**src/sv/tksil_pkg.sv**
```systemverilog
// Shared types, widths and codes for the top-k scored insertion list.
// Used by the interfaces, the list cell, the top level and the checker.
// No dependencies.
package tksil_pkg;

	// Built depth of the list (1 to 64)
	localparam int DEPTH = 64;

	// Field widths fixed by the item and result formats
	localparam int OP_W    = 2;
	localparam int POS_W   = 24;
	localparam int HEAD_W  = 16;
	localparam int SCORE_W = 32;
	localparam int RANK_W  = 6;
	localparam int CNT_W   = 7;

	// Opcodes
	localparam logic [OP_W-1:0] OP_INSERT = 2'd0;
	localparam logic [OP_W-1:0] OP_DUMP   = 2'd1;
	localparam logic [OP_W-1:0] OP_CLEAR  = 2'd2;
	localparam logic [OP_W-1:0] OP_UNUSED = 2'd3;

	typedef struct packed {
		logic        [POS_W-1:0]   x;
		logic        [POS_W-1:0]   y;
		logic signed [HEAD_W-1:0]  heading;
		logic signed [SCORE_W-1:0] score;
	} entry_t;

	typedef enum logic [1:0] {
		CELL_HOLD   = 2'd0,
		CELL_INSERT = 2'd1,
		CELL_ROTATE = 2'd2
	} cell_op_t;

	// Per-cell control from the sequencer
	typedef struct packed {
		cell_op_t op;
		logic     occupied;  // cell index below the fill count
		logic     wrap;      // cell holds the lowest kept entry
	} cell_ctl_t;

	// Clamp a capacity write to 1..DEPTH
	function automatic logic [CNT_W-1:0] eff_cap(input logic [CNT_W-1:0] cap);
		logic [CNT_W-1:0] r;
		if (cap == '0) begin
			r = CNT_W'(1);
		end else if (cap > CNT_W'(DEPTH)) begin
			r = CNT_W'(DEPTH);
		end else begin
			r = cap;
		end
		return r;
	endfunction

endpackage

```
**src/sv/tksil_cell.sv**
```systemverilog
// One cell of the sorted list: holds one entry, compares the candidate
// score, and shifts or rotates with its neighbours. Depends on tksil_pkg.
module tksil_cell (
	input  logic               clk,
	input  tksil_pkg::cell_ctl_t ctl,
	input  tksil_pkg::entry_t  cand,
	input  logic               ins_left,
	input  tksil_pkg::entry_t  left_entry,
	input  tksil_pkg::entry_t  right_entry,
	input  tksil_pkg::entry_t  head_entry,
	output tksil_pkg::entry_t  entry_q,
	output logic               ins
);
	import tksil_pkg::*;

	// Candidate belongs at or before this cell
	assign ins = !ctl.occupied || ($signed(cand.score) > $signed(entry_q.score));

	always_ff @(posedge clk) begin
		case (ctl.op)
			CELL_INSERT: begin
				if (ins) begin
					entry_q <= ins_left ? left_entry : cand;
				end
			end
			CELL_ROTATE: begin
				entry_q <= ctl.wrap ? head_entry : right_entry;
			end
			default: begin
			end
		endcase
	end

endmodule

```
**config.mk**
```make
export PLATFORM = sky130hd
export DESIGN_NAME = tksil_cell
export DESIGN_NICKNAME = d
export VERILOG_FILES = /design/src/sv/tksil_pkg.sv /design/src/sv/tksil_cell.sv
export SDC_FILE = /design/constraint.sdc
export NUM_CORES = 1
export LEC_CHECK = 0
export BUFFER_PORTS_ARGS = -buffer_cell sky130_fd_sc_hd__buf_4
export CORE_AREA = 3 3 190 192
export CTS_CLUSTER_DIAMETER = 100
export DETAILED_ROUTE_END_ITERATION = 12
export DIE_AREA = 0 0 193 195
export SLEW_MARGIN = 20
export SYNTH_ARGS = -nofsm -noshare
export SYNTH_HDL_FRONTEND = slang
export SYNTH_SLANG_ARGS = --single-unit
```
**constraint.sdc**
```tcl
create_clock -name clk -period 11.5 [get_ports clk]
set_input_delay 0 -clock clk [delete_from_list [all_inputs] [get_ports clk]]
set_output_delay 0 -clock clk [all_outputs]
set_load 0.02 [all_outputs]
```
==> flow_metrics.tcl <==
set metrics [dict create \
    root_buffer "clkbuf_16" \
    fin_hold_ws_ns 0.01806 \
    clock_path_buffers 2 \
    start_kind "register" \
    mostFrequentLayoutCell "buf_4" \
    grt_pass1_wl_um 40510 \
    slew_headroom_pct 36.46 \
    insertion_delay_ns 0.35 \
    p_sw_uw 359.7 \
    drive_gt1_share_pct 44.43 \
    arrival_ns 3.87 \
    ant_nets 0 \
    n_antenna_cell 0 \
    vias 6955 \
    io_pins 487 \
    hold_class "input pin to register" \
    port_buffers 486 \
    synthCells 658 \
    clock_sinks 96 \
    critPathMaxFanout 52 \
    skew_ns 0.01138 \
    grt_pass1_vias 7154 \
    power_density_nw_per_um2 100.4 \
    clkPwrFrac_pct 24.5 \
    wirelength_um 28240 \
    setup_tns_ns 0 \
    status "complete, no violations" \
    grt_use_total_pct 14.09 \
    reg.largest.list "entry_q: 96 flops" \
    drv_slew 0 \
    worst_slew_pin_slew_ns 0.9531 \
    die_h_um 195 \
    p_sw_share_pct 31.21 \
    fin_crit_sh_pct 33.89 \
    fmax_mhz 256.6 \
    critPathCaptureType "register" \
    slowest_delay_ns 0.70 \
    total_leakage_power_uw 0.005159 \
    critPathTopFamily "simple AND/OR/NAND/NOR gates" \
    die_w_um 193 \
    drtIter0Drc 187 \
    crit_slowest_cell "or3b_4" \
    synth_seq_cells 96 \
    grt_max_degree 98 \
    grt_overflow 0 \
    internal_power_uw 792.8 \
    post_drt_wl_per_cell_um 17.60 \
    finalSetupViolCount 0 \
    clkTransAtPathRegs_ns 0.08 \
    crit_chain "inv_1, ha_1, nand4_2, or4_4, a2111oi_4, o31ai_1, or3b_4, buf_4" \
    place.gp.congestion 0.8051 \
    dr.pass1.iters 5 \
    hpwl_um 22990 \
    worst-path-buf-inv 2 \
    antenna_found_initial 0 \
    initial_core_util_pct 19.56 \
    max_cap_viol_count 0 \
    syn_area_um2 6755 \
    largest_reg_flops 96 \
    rsz0062_at_grt "false" \
    combPwrFrac_pct 35.9 \
    syn-num-nets 1080 \
    dieArea_um2 37640 \
    finalPower_uw 1153 \
    synth.distinct_cells 30 \
    cts_tree "done" \
    min_period_ns 3.897 \
    ys_seq_area_share_pct 42.67 \
    crit_type "register to register" \
    crit_required_ns 11.48 \
    cts_made_buffers 9 \
    hold_violations 0 \
    most-common-layout-cells "buf_4, a21oi_1" \
    areaGrowthSynthToFinish_pct 69.99 \
    synth_warnings 0 \
    htree_levels 3 \
    row_count 68 \
    seq_power_share_pct 39.6 \
    drc 0 \
    ir_drop_mv 0.05994 \
    syn_area_per_cell_um2 10.27 \
    vias_per_cell 4.333 \
    coreArea_um2 34540 \
    nNetsFinal 1568 \
    regMostFlops "entry_q" \
]
## synth_stat cells
| library cell | instances | area (um2) |
|---|---|---|
| a221oi_1 | 3 | 26.28 |
| nand2_1 | 6 | 22.52 |
| and4b_2 | 1 | 11.26 |
| a21oi_1 | 107 | 535.5 |
| nand4_2 | 1 | 12.51 |
| o21bai_1 | 1 | 7.510 |
| o311ai_0 | 1 | 8.760 |
| nor3_1 | 3 | 15.01 |
| or4_2 | 1 | 8.760 |
| o31ai_1 | 1 | 7.510 |
| clkbuf_1 | 44 | 165.2 |
| nor2_1 | 4 | 15.01 |
| nor4b_1 | 1 | 8.760 |
| a211oi_1 | 96 | 720.7 |
| buf_1 | 9 | 33.78 |
| a2111oi_4 | 1 | 27.53 |
| nor2b_1 | 97 | 606.8 |
| or3b_1 | 1 | 8.760 |
| or4_4 | 1 | 11.26 |
| o21ai_0 | 4 | 20.02 |
| nand2b_1 | 1 | 6.260 |
| ha_1 | 32 | 400.4 |
| edfxtp_1 | 96 | 2883 |
| a21o_1 | 3 | 22.52 |
| o211ai_1 | 1 | 7.510 |
| mux2i_1 | 96 | 960.9 |
| nand3_1 | 5 | 25.02 |
| nand4_1 | 7 | 43.79 |
| and4_1 | 1 | 8.760 |
| inv_1 | 33 | 123.9 |
## cell type report
| type | count | area [um2] |
|---|---|---|
| Sequential cell | 96 | 2883 |
| Clock inverter | 5 | 35.03 |
| Inverter | 33 | 123.9 |
| Timing Repair Buffer | 530 | 4084 |
| Tap cell | 455 | 569.3 |
| Multi-Input combinational cell | 476 | 3560 |
| Fill cell | 3596 | 23060 |
| Clock buffer | 10 | 229.0 |
## stage by stage
step,cells,setup WS (ns),util (%),instance area [um2]
after floorplan,658,6.887,-,6755
after global placement,1551,7.655,31.35,10830
after detailed placement,1551,7.546,31.35,10830
after CTS,1605,7.570,33.24,11480
after global routing,1605,7.355,33.24,11480
final,1605,7.603,33.24,11480
## layer usage
metal / part of all wire (%) / global-route usage [%]
met3: 8.1 / 3.932
met2: 51 / 26.01
met4: 1.4 / 3.241
met5: 0 / 0
met1: 39 / 15.96
## final timing paths
path / start / endpoint / slack [ns] / depth (start not counted)
hold / removal: left_entry[0] / entry_q[0] / 0.02 / 3
setup reg to reg: entry_q[31] / entry_q[22] / 7.60 / 8
setup / recovery: entry_q[31] / entry_q[22] / 7.60 / 8
hold reg to reg: entry_q[31] / entry_q[31] / 1.78 / 5
## tightest hold or removal path: stages
cell	delay [ns]
buf_4	0.07
a211oi_1	0.05
a21oi_1	0.12
## power groups by stage
stage / clock [uW] / sequential, uW / combinational (uW)
after floorplan: 0 / 517 / 138
after global placement: 0 / 463 / 405
after detailed placement: 0 / 465 / 409
after CTS: 297 / 457 / 421
after global routing: 307 / 462 / 450
final: 283 / 456 / 413
## repair_timing
item,4_1_cts,5_1_grt
hold buffers,39,0
buffers inserted,0,0
gates resized for setup,0,0
hold endpoints to repair,37,0
## cells by family after synthesis
kind of cell             Yosys count  share of synthesized area (%)
AO/OA/AOI/OAI                    218                          20.49
AND/OR/NAND/NOR                  130                          11.91
multiplexers                      96                          14.22
flip-flops                        96                          42.67
buffers and inverters             86                          4.779
adder cells (fa/ha/maj)           32                          5.927
No activity file was read; power rests on OpenSTA's default activity.
